==> src/design/cbis_pkg.sv <==
// Shared types and constants for the CBOR item skip checker.
`default_nettype none

package cbis_pkg;

   localparam int LENGTH_BITS_DEFAULT = 32;

   localparam logic [7:0] SIMPLE_FALSE = 8'hF4;
   localparam logic [7:0] SIMPLE_TRUE  = 8'hF5;
   localparam logic [7:0] SIMPLE_NULL  = 8'hF6;
   localparam logic [4:0] AI_MASK      = 5'h1F;

   // Additional-information codes: below DIRECT the value is inline,
   // up to SIZED_LAST it names the size of a following argument.
   localparam logic [4:0] AI_DIRECT_LIMIT = 5'd24;
   localparam logic [4:0] AI_SIZED_LAST   = 5'd27;

   localparam logic [2:0] MAJOR_BYTES  = 3'd2;
   localparam logic [2:0] MAJOR_TEXT   = 3'd3;
   localparam logic [2:0] MAJOR_ARRAY  = 3'd4;
   localparam logic [2:0] MAJOR_MAP    = 3'd5;
   localparam logic [2:0] MAJOR_TAG    = 3'd6;
   localparam logic [2:0] MAJOR_SIMPLE = 3'd7;

   typedef enum logic [1:0] {
      STATUS_IDLE  = 2'd0,
      STATUS_BUSY  = 2'd1,
      STATUS_DONE  = 2'd2,
      STATUS_ERROR = 2'd3
   } status_type;

   typedef enum logic [1:0] {
      PH_INIT    = 2'd0,
      PH_ARG     = 2'd1,
      PH_PAYLOAD = 2'd2
   } phase_type;

   typedef struct packed {
      logic [7:0]  data_byte;
      logic        start_req;
      logic [31:0] bytes_remaining;
   } req_type;

   typedef struct packed {
      status_type  status;
      logic [2:0]  head_major;
      logic [63:0] head_argument;
   } rsp_type;

endpackage

`default_nettype wire

==> src/design/cbis_core.sv <==
// Per-byte parse state and single-pass step logic for the item skip checker.
`default_nettype none

module cbis_core #(
   parameter int LENGTH_BITS = cbis_pkg::LENGTH_BITS_DEFAULT
) (
   input  wire logic             clock,
   input  wire logic             reset,
   input  wire logic             step_en,
   input  wire cbis_pkg::req_type item,
   output cbis_pkg::rsp_type     result
);

   localparam int OwedBits = LENGTH_BITS + 2;
   localparam int SumBits  = LENGTH_BITS + 3;

   logic                     active_ff,  active_in;
   logic                     error_ff,   error_in;
   cbis_pkg::phase_type      phase_ff,   phase_in;
   logic [2:0]               held_ff,    held_in;
   logic [3:0]               abl_ff,     abl_in;
   logic [63:0]              acc_ff,     acc_in;
   logic [LENGTH_BITS-1:0]   pay_ff,     pay_in;
   logic [OwedBits-1:0]      owed_ff,    owed_in;
   logic [2:0]               lmajor_ff,  lmajor_in;
   logic [63:0]              larg_ff,    larg_in;

   logic [63:0]              rem_wide;
   logic [LENGTH_BITS-1:0]   rem;

   assign rem_wide = {32'd0, item.bytes_remaining};
   assign rem      = rem_wide[LENGTH_BITS-1:0];

   always_comb begin
      logic [7:0]             b;
      logic [2:0]             major;
      logic [4:0]             ai;
      logic [3:0]             arg_len;
      logic                   head_done;
      logic                   fail;
      logic [63:0]            arg;
      logic [LENGTH_BITS:0]   add;
      logic [SumBits-1:0]     sum;
      cbis_pkg::status_type   status;

      active_in = active_ff;
      error_in  = error_ff;
      phase_in  = phase_ff;
      held_in   = held_ff;
      abl_in    = abl_ff;
      acc_in    = acc_ff;
      pay_in    = pay_ff;
      owed_in   = owed_ff;
      lmajor_in = lmajor_ff;
      larg_in   = larg_ff;
      b         = item.data_byte;
      major     = b[7:5];
      ai        = b[4:0] & cbis_pkg::AI_MASK;
      arg_len   = 4'd1 << ai[1:0];
      head_done = 1'b0;
      fail      = 1'b0;
      arg       = '0;
      add       = '0;
      sum       = '0;
      status    = cbis_pkg::STATUS_IDLE;

      if (item.start_req) begin
         active_in = 1'b1;
         error_in  = 1'b0;
         phase_in  = cbis_pkg::PH_INIT;
         owed_in   = OwedBits'(1);
         abl_in    = '0;
         pay_in    = '0;
      end

      if (!active_in) begin
         status = error_in ? cbis_pkg::STATUS_ERROR : cbis_pkg::STATUS_IDLE;
      end else begin
         unique case (phase_in)
            cbis_pkg::PH_ARG: begin
               acc_in = {acc_in[55:0], b};
               abl_in = abl_in - 4'd1;
               if (abl_in == 4'd0) begin
                  phase_in  = cbis_pkg::PH_INIT;
                  head_done = 1'b1;
               end
            end
            cbis_pkg::PH_PAYLOAD: begin
               pay_in = pay_in - LENGTH_BITS'(1);
               if (pay_in == '0) begin
                  phase_in = cbis_pkg::PH_INIT;
               end
            end
            default: begin
               // initial byte of a head; the unused phase code lands here too
               phase_in = cbis_pkg::PH_INIT;
               if (major == cbis_pkg::MAJOR_SIMPLE) begin
                  if (b == cbis_pkg::SIMPLE_FALSE || b == cbis_pkg::SIMPLE_TRUE ||
                      b == cbis_pkg::SIMPLE_NULL) begin
                     held_in   = cbis_pkg::MAJOR_SIMPLE;
                     acc_in    = 64'(ai);
                     head_done = 1'b1;
                  end else begin
                     fail = 1'b1;
                  end
               end else if (major == cbis_pkg::MAJOR_TAG) begin
                  fail = 1'b1;
               end else if (ai < cbis_pkg::AI_DIRECT_LIMIT) begin
                  held_in   = major;
                  acc_in    = 64'(ai);
                  head_done = 1'b1;
               end else if (ai <= cbis_pkg::AI_SIZED_LAST) begin
                  if (rem < LENGTH_BITS'(arg_len)) begin
                     fail = 1'b1;
                  end else begin
                     held_in  = major;
                     acc_in   = '0;
                     abl_in   = arg_len;
                     phase_in = cbis_pkg::PH_ARG;
                  end
               end else begin
                  fail = 1'b1;
               end
            end
         endcase

         if (head_done) begin
            arg       = acc_in;
            lmajor_in = held_in;
            larg_in   = arg;
            if (owed_in != '0) begin
               owed_in = owed_in - OwedBits'(1);
            end
            if (held_in == cbis_pkg::MAJOR_BYTES || held_in == cbis_pkg::MAJOR_TEXT) begin
               if (arg > 64'(rem)) begin
                  fail = 1'b1;
               end else if (arg != '0) begin
                  pay_in   = arg[LENGTH_BITS-1:0];
                  phase_in = cbis_pkg::PH_PAYLOAD;
               end
            end else if (held_in == cbis_pkg::MAJOR_ARRAY ||
                         held_in == cbis_pkg::MAJOR_MAP) begin
               if (arg > 64'(rem)) begin
                  fail = 1'b1;
               end else begin
                  // count fits the length width here; a map owes two per entry
                  add = (held_in == cbis_pkg::MAJOR_MAP) ?
                        {arg[LENGTH_BITS-1:0], 1'b0} : {1'b0, arg[LENGTH_BITS-1:0]};
                  sum = {1'b0, owed_in} + SumBits'(add);
                  if (sum[SumBits-1]) begin
                     fail = 1'b1;
                  end else begin
                     owed_in = sum[OwedBits-1:0];
                  end
               end
            end
         end

         if (!fail) begin
            if (owed_in == '0 && phase_in == cbis_pkg::PH_INIT) begin
               status    = cbis_pkg::STATUS_DONE;
               active_in = 1'b0;
            end else if (rem == '0) begin
               fail = 1'b1;
            end else begin
               status = cbis_pkg::STATUS_BUSY;
            end
         end

         if (fail) begin
            error_in  = 1'b1;
            active_in = 1'b0;
            phase_in  = cbis_pkg::PH_INIT;
            abl_in    = '0;
            pay_in    = '0;
            status    = cbis_pkg::STATUS_ERROR;
         end
      end

      result.status        = status;
      result.head_major    = lmajor_in;
      result.head_argument = larg_in;
   end

   always_ff @(posedge clock) begin
      if (reset) begin
         active_ff <= 1'b0;
         error_ff  <= 1'b0;
         phase_ff  <= cbis_pkg::PH_INIT;
         held_ff   <= '0;
         abl_ff    <= '0;
         acc_ff    <= '0;
         pay_ff    <= '0;
         owed_ff   <= '0;
         lmajor_ff <= '0;
         larg_ff   <= '0;
      end else if (step_en) begin
         active_ff <= active_in;
         error_ff  <= error_in;
         phase_ff  <= phase_in;
         held_ff   <= held_in;
         abl_ff    <= abl_in;
         acc_ff    <= acc_in;
         pay_ff    <= pay_in;
         owed_ff   <= owed_in;
         lmajor_ff <= lmajor_in;
         larg_ff   <= larg_in;
      end
   end

endmodule

`default_nettype wire

==> config.mk <==
export PLATFORM = sky130hd
export DESIGN_NAME = cbis_core
export DESIGN_NICKNAME = d
export VERILOG_FILES = /design/src/design/cbis_pkg.sv /design/src/design/cbis_core.sv
export SDC_FILE = /design/constraint.sdc
export NUM_CORES = 1
export LEC_CHECK = 0
export BUFFER_PORTS_ARGS = -buffer_cell sky130_fd_sc_hd__buf_2
export CAP_MARGIN = 20
export CORE_ASPECT_RATIO = 1.4
export CORE_MARGIN = 5
export CORE_UTILIZATION = 50
export CTS_CLUSTER_DIAMETER = 120
export DETAILED_ROUTE_END_ITERATION = 10
export MAX_ROUTING_LAYER = met4
export PLACE_DENSITY = 0.73
export SYNTH_ARGS = -nofsm -noshare
export SYNTH_HDL_FRONTEND = slang
export SYNTH_SLANG_ARGS = --single-unit
==> constraint.sdc <==
create_clock -name clock -period 11.8 [get_ports clock]
set_clock_uncertainty 0.2 [all_clocks]
set_input_delay 2.36 -clock clock [delete_from_list [all_inputs] [get_ports clock]]
set_output_delay 2.36 -clock clock [all_outputs]
set_load 0.1 [all_outputs]
==> results of run 1 <==
Yosys cell counts (16+ instances only):
library cell and number:
nand2_1 222, nor2_1 369, nand4_1 20, a21oi_1 162, a31oi_1 34, or3_1 19
a22oi_1 106, dfxtp_1 208, and3_1 19, a32oi_1 32, xor2_1 20, nand2b_1 16
inv_1 98, o31ai_1 18, a211oi_1 50, o21ai_0 156, nor3_1 62, nor4_1 48
ha_1 75, xnor2_1 35, mux2i_1 102, buf_1 27, a21o_1 18, nand3_1 68
clkbuf_1 141
registers in the layout, summed over array words and instances, names as in the netlist:
register,count
abl_ff,4
acc_ff,64
active_ff,1
error_ff,1
held_ff,3
larg_ff,64
lmajor_ff,3
owed_ff,34
pay_ff,32
phase_ff,2
final timing paths:
check	startpoint	to	slack (ns)	depth (start not counted)
worst min-delay path	held_ff[1]	held_ff[1]	0.27	2
worst min register to register	held_ff[1]	held_ff[1]	0.27	2
worst max-delay path	item[34]	result[68]	0.24	31
worst max register to register	owed_ff[13]	pay_ff[7]	4.28	26
stage by stage:
stage          hold slack [ns]  setup slack [ns]  std cells  util [%]  setup TNS [ns]
4_1_cts                  0.272            0.0116       2958      58.7               0
3_5_place_dp             0.260            -0.100       2909      56.0          -0.100
6_report                 0.269             0.239       2966      59.2               0
3_3_place_gp             0.248            0.0367       2909      56.0               0
2_1_floorplan            0.236            0.0618       2368         -               0
5_1_grt                  0.300           -0.0547       2966      59.2         -0.0547
layout by cell type, fill, tap and decap left out, types with 10 or more instances in the layout:
master	n
nor2_1	365
nand2_1	221
dfxtp_1	208
buf_4	167
a21oi_1	160
o21ai_0	153
buf_2	108
a22oi_1	105
mux2i_1	102
inv_1	98
ha_1	73
nand3_1	68
nor3_1	62
nor4_1	48
a211oi_1	47
xnor2_1	35
a32oi_1	32
a31oi_1	30
clkbuf_16	26
nand4_1	20
xor2_1	20
and3_1	19
or3_1	19
a21o_1	18
o31ai_1	18
nand2b_1	16
nor2b_1	14
a221oi_1	13
or4_1	13
or2_2	12
o21a_1	12
a311oi_1	10
o21ai_2	10
layout make-up:
type / count / share of cell area [%]
clock inverter: 16 / 1.06
antenna: 1 / 0.0127
multi-input combinational: 1884 / 59.7
timing repair buffer: 286 / 10.1
sequential: 208 / 21.2
clock buffer: 28 / 3.23
inverter: 98 / 1.87
tap: 445 / 2.83
power breakdown:
part / leakage, uW / total, uW / switching (uW) / internal (uW)
combinational: 0.00626 / 699 / 471 / 228
sequential: 0.00169 / 752 / 29.3 / 722
clock: 0.000406 / 804 / 342 / 461
total: 0.00835 / 2250 / 842 / 1410
metal layers:
| layer | GRT usage (%) | share of wire [%] | up-vias |
|---|---|---|---|
| met5 | - | 0 | - |
| met4 | 23.7 | 8.4 | 0 |
| met3 | 3.82 | 6.7 | 310 |
| met2 | 61.7 | 48 | 969 |
| met1 | 41.2 | 37 | 9159 |
| li1 | - | - | 8938 |
cells by family after synthesis:
kind of cell    Yosys count  synth area share [%]
compound gates          713                  27.9
xor+xnor                 55                  2.87
fa+ha+maj                76                  5.71
buf+inv                 276                  6.38
flops                   208                  24.8
mux                     111                  6.69
simple gates            929                  25.6
critical path: cells and delay by family:
kind / cells / cell delay, ns
buffers and inverters: 6 / 1.00
AOI/OAI and AO/OA: 10 / 2.44
and+or+nand+nor: 11 / 2.15
adders and majority gates: 2 / 0.57
muxes: 2 / 0.46
timing repair:
| action | in CTS | in global routing |
|---|---|---|
| buffers inserted | 5 | 3 |
| endpoints found under the setup margin | 2 | 2 |
| gates cloned | 0 | 2 |
| resized for setup | 2 | 20 |
| hold buffers | 0 | 0 |
| endpoints found under the hold margin | 0 | 0 |
| pin swaps | 2 | 9 |
==> summary.txt, run 1 <==
Synth
  • Synthesized flop and latch total: between 200 and 250
  • Seq/Total Area, Yosys: roughly a quarter
  • Syn_nets: approximately 2.5k
  • Post-synth top area share: 24.8%
  • Async S/R FF share, synth: 0%
  • Mean Syn Cell Area: 7.09 um2
  • Yosys warnings: 0
  • Post-synth top area cell: dfxtp_1
  • Ys flop type: dfxtp_1
  • Post-synth EDFFs: 0
  • Cell area after synthesis: about 0.017 mm2
  • Main area contributors after synthesis: dfxtp_1 (25%), nor2_1 (8.3%), mux2i_1 (6.1%)
  • Post-synth cell types: 85
  • Syn Inst Count: 2368

Floorplanning
  • Initial Utilization: about half
  • Site Rows: 79
  • Die Height: roughly 230 um
  • Die W: 165 um
  • # IOs: 113
  • Core Area: between 0.03 and 0.04 mm2
  • Die area: around 0.037 mm2

Timing
  • Least-Margin Pin Slew: roughly 1.3 ns
  • F_max: a little under 90 MHz
  • Final min period: around 12 ns
  • Period Utilization, post-route: a little over nine tenths
  • Slew HR: a little under an eighth
  • Final setup viols: 0
  • Final hold violation count: 0
  • Max Slew Vio Count: 0

Route
  • DRT Wirelength: ~70000 um
  • Routed vias/inst: 6.53
  • DR pass1 iterations: 7
  • Residual DRC: 0
  • Via Count: ~19k
  • Wire length per cell: about 23 um
  • Initial DRC Count: around 2.1k
  • Post-route antenna net violation count: 0

Setup path
  • Crit path required time: 9.24 ns
  • CP Capture Type: output port
  • CP Class: in -> out
  • Crit path max fanout: 9
  • Slowest Stage Delay on Critical Path: approximately 0.37 ns
  • CP startpoint kind: primary input
  • Slowest CP cell: a221o_1
  • Data arrival, critical path: roughly 9 ns

Run
  • Max-capacitance violation count: 0

Global route
  • Largest net degree at the start of global routing: about 130
  • Initial antenna violation count: 1
  • Vias in the first global route: approximately 18k
  • First-pass GRT wire length: approximately 100000 um
  • Total global routing overflow: 0
  • Overall routing resource usage: 36.7%

Status
  • Outcome: completed

Finish
  • Area growth syn-to-layout: 17.3%
  • Post-route design area: between 0.015 and 0.02 mm2
  • # nets final: between 2k and 3k
  • Fillers: about 3.2k
  • Register area: about 0.0042 mm2
  • Area of the multi-input gates: roughly 0.012 mm2
  • Share of cells above drive strength 1: roughly 16%

Hold path
  • Hold Crit Class: reg -> reg

Placement
  • Port bufs: between 100 and 150
  • HPWL after detailed placement: around 52000 um
  • Gpl congestion: around 1.1
  • DP Area: between 0.015 and 0.02 mm2

Clock network
  • Maximum root-to-sink buffer count: 3
  • Clock transition at path regs: 0.07 ns
  • Cts bufs inserted: 24
  • CTS tree: done
  • Clk root buf: clkbuf_16
  • Skew-Pair Late Insertion Delay: between 0.5 and 0.6 ns
  • Clock Sinks: between 200 and 250
  • Max H-tree Level: 1

Power and ir drop
  • Worst vdd ir: roughly 0.11 mV
  • Leak Pwr: 0.00835 uW
  • Power density over the cells: approximately 110 mW/mm2
  • Total power: 2250 uW
Power figures use the tool's default switching activity.
==> run 2, diff against run 1 <==
Settings changed: ABC_AREA from default to 1, PLACE_DENSITY 0.73 to 0.72.
==> run 2 against run 1 <==
Net effect:
- global-route usage shrank 3.4 points
- first-iteration DRC count fell by 15%
- critical endpoint is now result[67]
- critical path depth increased by 6
- clock-buffer cell count is 4 higher
- register-to-register slack improved by 0.18 ns
- design area increased by 3.7%
- area after synthesis increased by 9.0%
==> summary.txt, run 2 <==
Timing
  • Slew HR: 19.8% (+8.1 points)
  • RSZ-0062 raised after global routing: no
  • Hold slack: 0.266 ns (-0.00244 ns)
  • Max Slew Vio Count: 0 (unchanged)
  • Least-Margin Pin Slew: 1.19 ns (-0.132 ns)
  • Final hold violation count: 0 (unchanged)
  • Setup TNS: 0 ns (unchanged)
  • Final setup viols: 0 (unchanged)
  • Final min period: 11.25 ns (-0.313 ns)
  • F_max: 88.9 MHz (+2.8%)
  • Period Utilization, post-route: 95.3% (-2.7 points)

Setup path
  • Crit path required time: 9.24 ns (about the same)
  • CP most frequent cell: nand2_1
  • CP startpoint kind: primary input
  • Critical R2R Capture: error_ff
  • Slowest CP cell: nor4_1
  • Crit path max fanout: 32 (+23)
  • Worst r2r path cells: 33 (+27%)
  • CP Class: in -> out
  • CP Capture Type: output port
  • Data arrival, critical path: 8.69 ns (-0.31 ns)
  • Reg2Reg Setup Slack: 4.46 ns (+0.18 ns)
  • Critical R2R Launch: phase_ff[1]
  • Slowest Stage Delay on Critical Path: 0.46 ns (+0.09 ns)

Finish
  • Area growth syn-to-layout: 11.6%
  • Most frequent cells in the layout: nand2_1 (587), inv_1 (473), o21ai_0 (338), nor2_1 (296), a21oi_1 (245)
  • Top Registers: acc_ff: 64 flops, larg_ff: 64 flops, owed_ff: 34 flops
  • Commonest non-fill, non-tap cell in the layout: nand2_1
  • # nets final: 3233 (+23%)
  • Share of cells above drive strength 1: 13.3% (-2.7 points)

Clock network
  • Maximum root-to-sink buffer count: 3 (unchanged)
  • Setup bufs post-CTS: 0 (-5)
  • Clk root buf: clkbuf_16
  • Skew-Pair Late Insertion Delay: 0.55 ns (about the same)
  • Max H-tree Level: 1 (unchanged)
  • CTS tree: done
  • Cts bufs inserted: 24 (unchanged)
  • Clock Sinks: 208 (unchanged)
  • Clock transition at path regs: 0.06 ns (about the same)
  • CTS Hold Buffers Added: 0 (unchanged)

Floorplanning
  • Core Area: 0.0365 mm2 (+9.8%)
  • Site Rows: 83 (+5.1%)
  • Die W: 172 um (+4.1%)
  • Initial Utilization: 50.2% (-0.35 points)
  • Die Height: 236 um (+4.2%)
  • Die area: 0.0406 mm2 (+8.5%)
  • # IOs: 113 (unchanged)

Synth
  • Main area contributors after synthesis: dfxtp_1 (23%), nand2_1 (12%), inv_1 (9.7%)
  • Post-synth top area share: 22.8% (-2.0 points)
  • Post-synth top area cell: dfxtp_1
  • Most common cell in the netlist: nand2_1
  • Ys flop type: dfxtp_1
  • Post-synth cell types: 56 (-34%)
  • Yosys warnings: 0 (unchanged)
  • Seq/Total Area, Yosys: 22.8% (-2.0 points)
  • Cell area after synthesis: 0.0183 mm2 (+9.0%)
  • Syn_nets: 3148 (+27%)
  • Synthesized flop and latch total: 208 (unchanged)
  • Commonest cells in the netlist: nand2_1 (587), inv_1 (474), o21ai_0 (338)
  • Syn Inst Count: 3028 (+28%)
  • Mean Syn Cell Area: 6.04 um2 (-15%)
  • Async S/R FF share, synth: 0% (unchanged)
  • Post-synth EDFFs: 0 (unchanged)

Hold path
  • Hold Path Stages: 2 (unchanged)
  • Hold Startpoint: pay_ff[9]
  • Hold Crit Class: reg -> reg
  • WHS Endpoint: pay_ff[9]

Global route
  • Total global routing overflow: 0 (unchanged)
  • Initial antenna violation count: 1 (unchanged)
  • Vias in the first global route: 19.6k (+8.5%)
  • First-pass GRT wire length: 105000 um (+0.56%)
  • Overall routing resource usage: 33.3% (-3.4 points)
  • Largest net degree at the start of global routing: 102 (-20%)

Status
  • Outcome: completed

Route
  • Initial DRC Count: 1811 (-15%)
  • Post-route antenna net violation count: 0 (unchanged)
  • DRT Wirelength: 67600 um (-2.9%)
  • Wire length per cell: 18.8 um (-20%)
  • DR pass1 iterations: 6 (-1)
  • Routed vias/inst: 5.67 (-13%)
  • Residual DRC: 0 (unchanged)
  • Via Count: 20.4k (+5.3%)

Power and ir drop
  • Power density over the cells: 133 mW/mm2 (+16%)
  • Worst vdd ir: 0.191 mV (+70%)
  • Leak Pwr: 0.0107 uW (+28%)

Placement
  • HPWL after detailed placement: 51200 um (-2.3%)
  • Gpl congestion: 1.01 (-4.7%)
  • Port bufs: 112 (unchanged)

Run
  • Max-capacitance violation count: 0 (unchanged)
-- run 2: cell types whose count changed after synthesis, moves of 83 or more --
cell / change
a21oi_1: +83
a22oi_1: -105
inv_1: +376
mux2i_1: -102
nand2_1: +365
o21ai_0: +182
-- run 2: layout make-up --
type,instances,area [um2]
diodes,1,2.50
clock buffers,32,672
clock inverters,12,130
fillers,3762,16000
inverters,492,1850
multi-input cells,2161,11500
flip-flops and latches,208,4160
well taps,467,584
repair buffers,226,1490
-- run 2: cell families after synthesis --
kind of cell | count (synthesis) | synth area share [%]
and+or+nand+nor | 1191 | 28.9
buffers and inverters | 659 | 14.5
xor gates and xnor gates | 85 | 4.07
adders and majority gates | 76 | 5.24
AOI/OAI and AO/OA | 809 | 24.6
DFF | 208 | 22.8
-- run 2: critical path, delay by kind of cell --
kind	cells	cell delay, ns
buf+inv	7	1.56
simple gates	22	2.91
compound gates	6	1.37
fa+ha+maj	2	0.46
-- run 2: worst max path at each step --
stage | start | endpoint | slack [ns] | cells after the start
after floorplan | item[32] | result[67] | 0.13 | 41
after detailed placement | item[33] | result[67] | 0.57 | 39
after global routing | item[33] | result[67] | 0.06 | 43
final | item[33] | result[67] | 0.55 | 37
after CTS | item[33] | result[67] | 0.52 | 39
after global placement | item[33] | result[67] | 0.59 | 39
-- run 2: repair_timing --
action / in CTS / in global routing
endpoints found under the setup margin: 0 / 1
hold endpoints to repair: 0 / 0
resized for setup: 0 / 2
-- run 2: report_power, final --
part	switching, uW	internal [uW]	leakage (uW)
Sequential	23.0	753	0.00171
Clock	335	447	0.000389
Combinational	867	297	0.00856
Total	1220	1500	0.0107
-- run 2: stage by stage --
| step | total power, uW | utilization (%) | instance area [um2] | instances | setup slack (ns) |
|---|---|---|---|---|---|
| finish | 2720 | 56.0 | 20400 | 3599 | 0.552 |
| floorplan | 1630 | - | 18300 | 3028 | 0.132 |
| detailed placement | 1940 | 53.7 | 19600 | 3553 | 0.571 |
| global route | 2860 | 56.0 | 20400 | 3599 | 0.0585 |
| global placement | 1940 | 53.7 | 19600 | 3553 | 0.591 |
| CTS | 2720 | 55.9 | 20400 | 3597 | 0.523 |
-- run 2: routing by layer --
layer	share of wire, %	vias to the layer above	GRT usage, %	wire length [um]
met5	0	-	-	0
met4	7.3	0	19.5	4900
met3	5.8	214	3.62	3920
met2	49	747	56.4	33400
met1	38	9427	37.4	25400
li1	-	10024	-	-
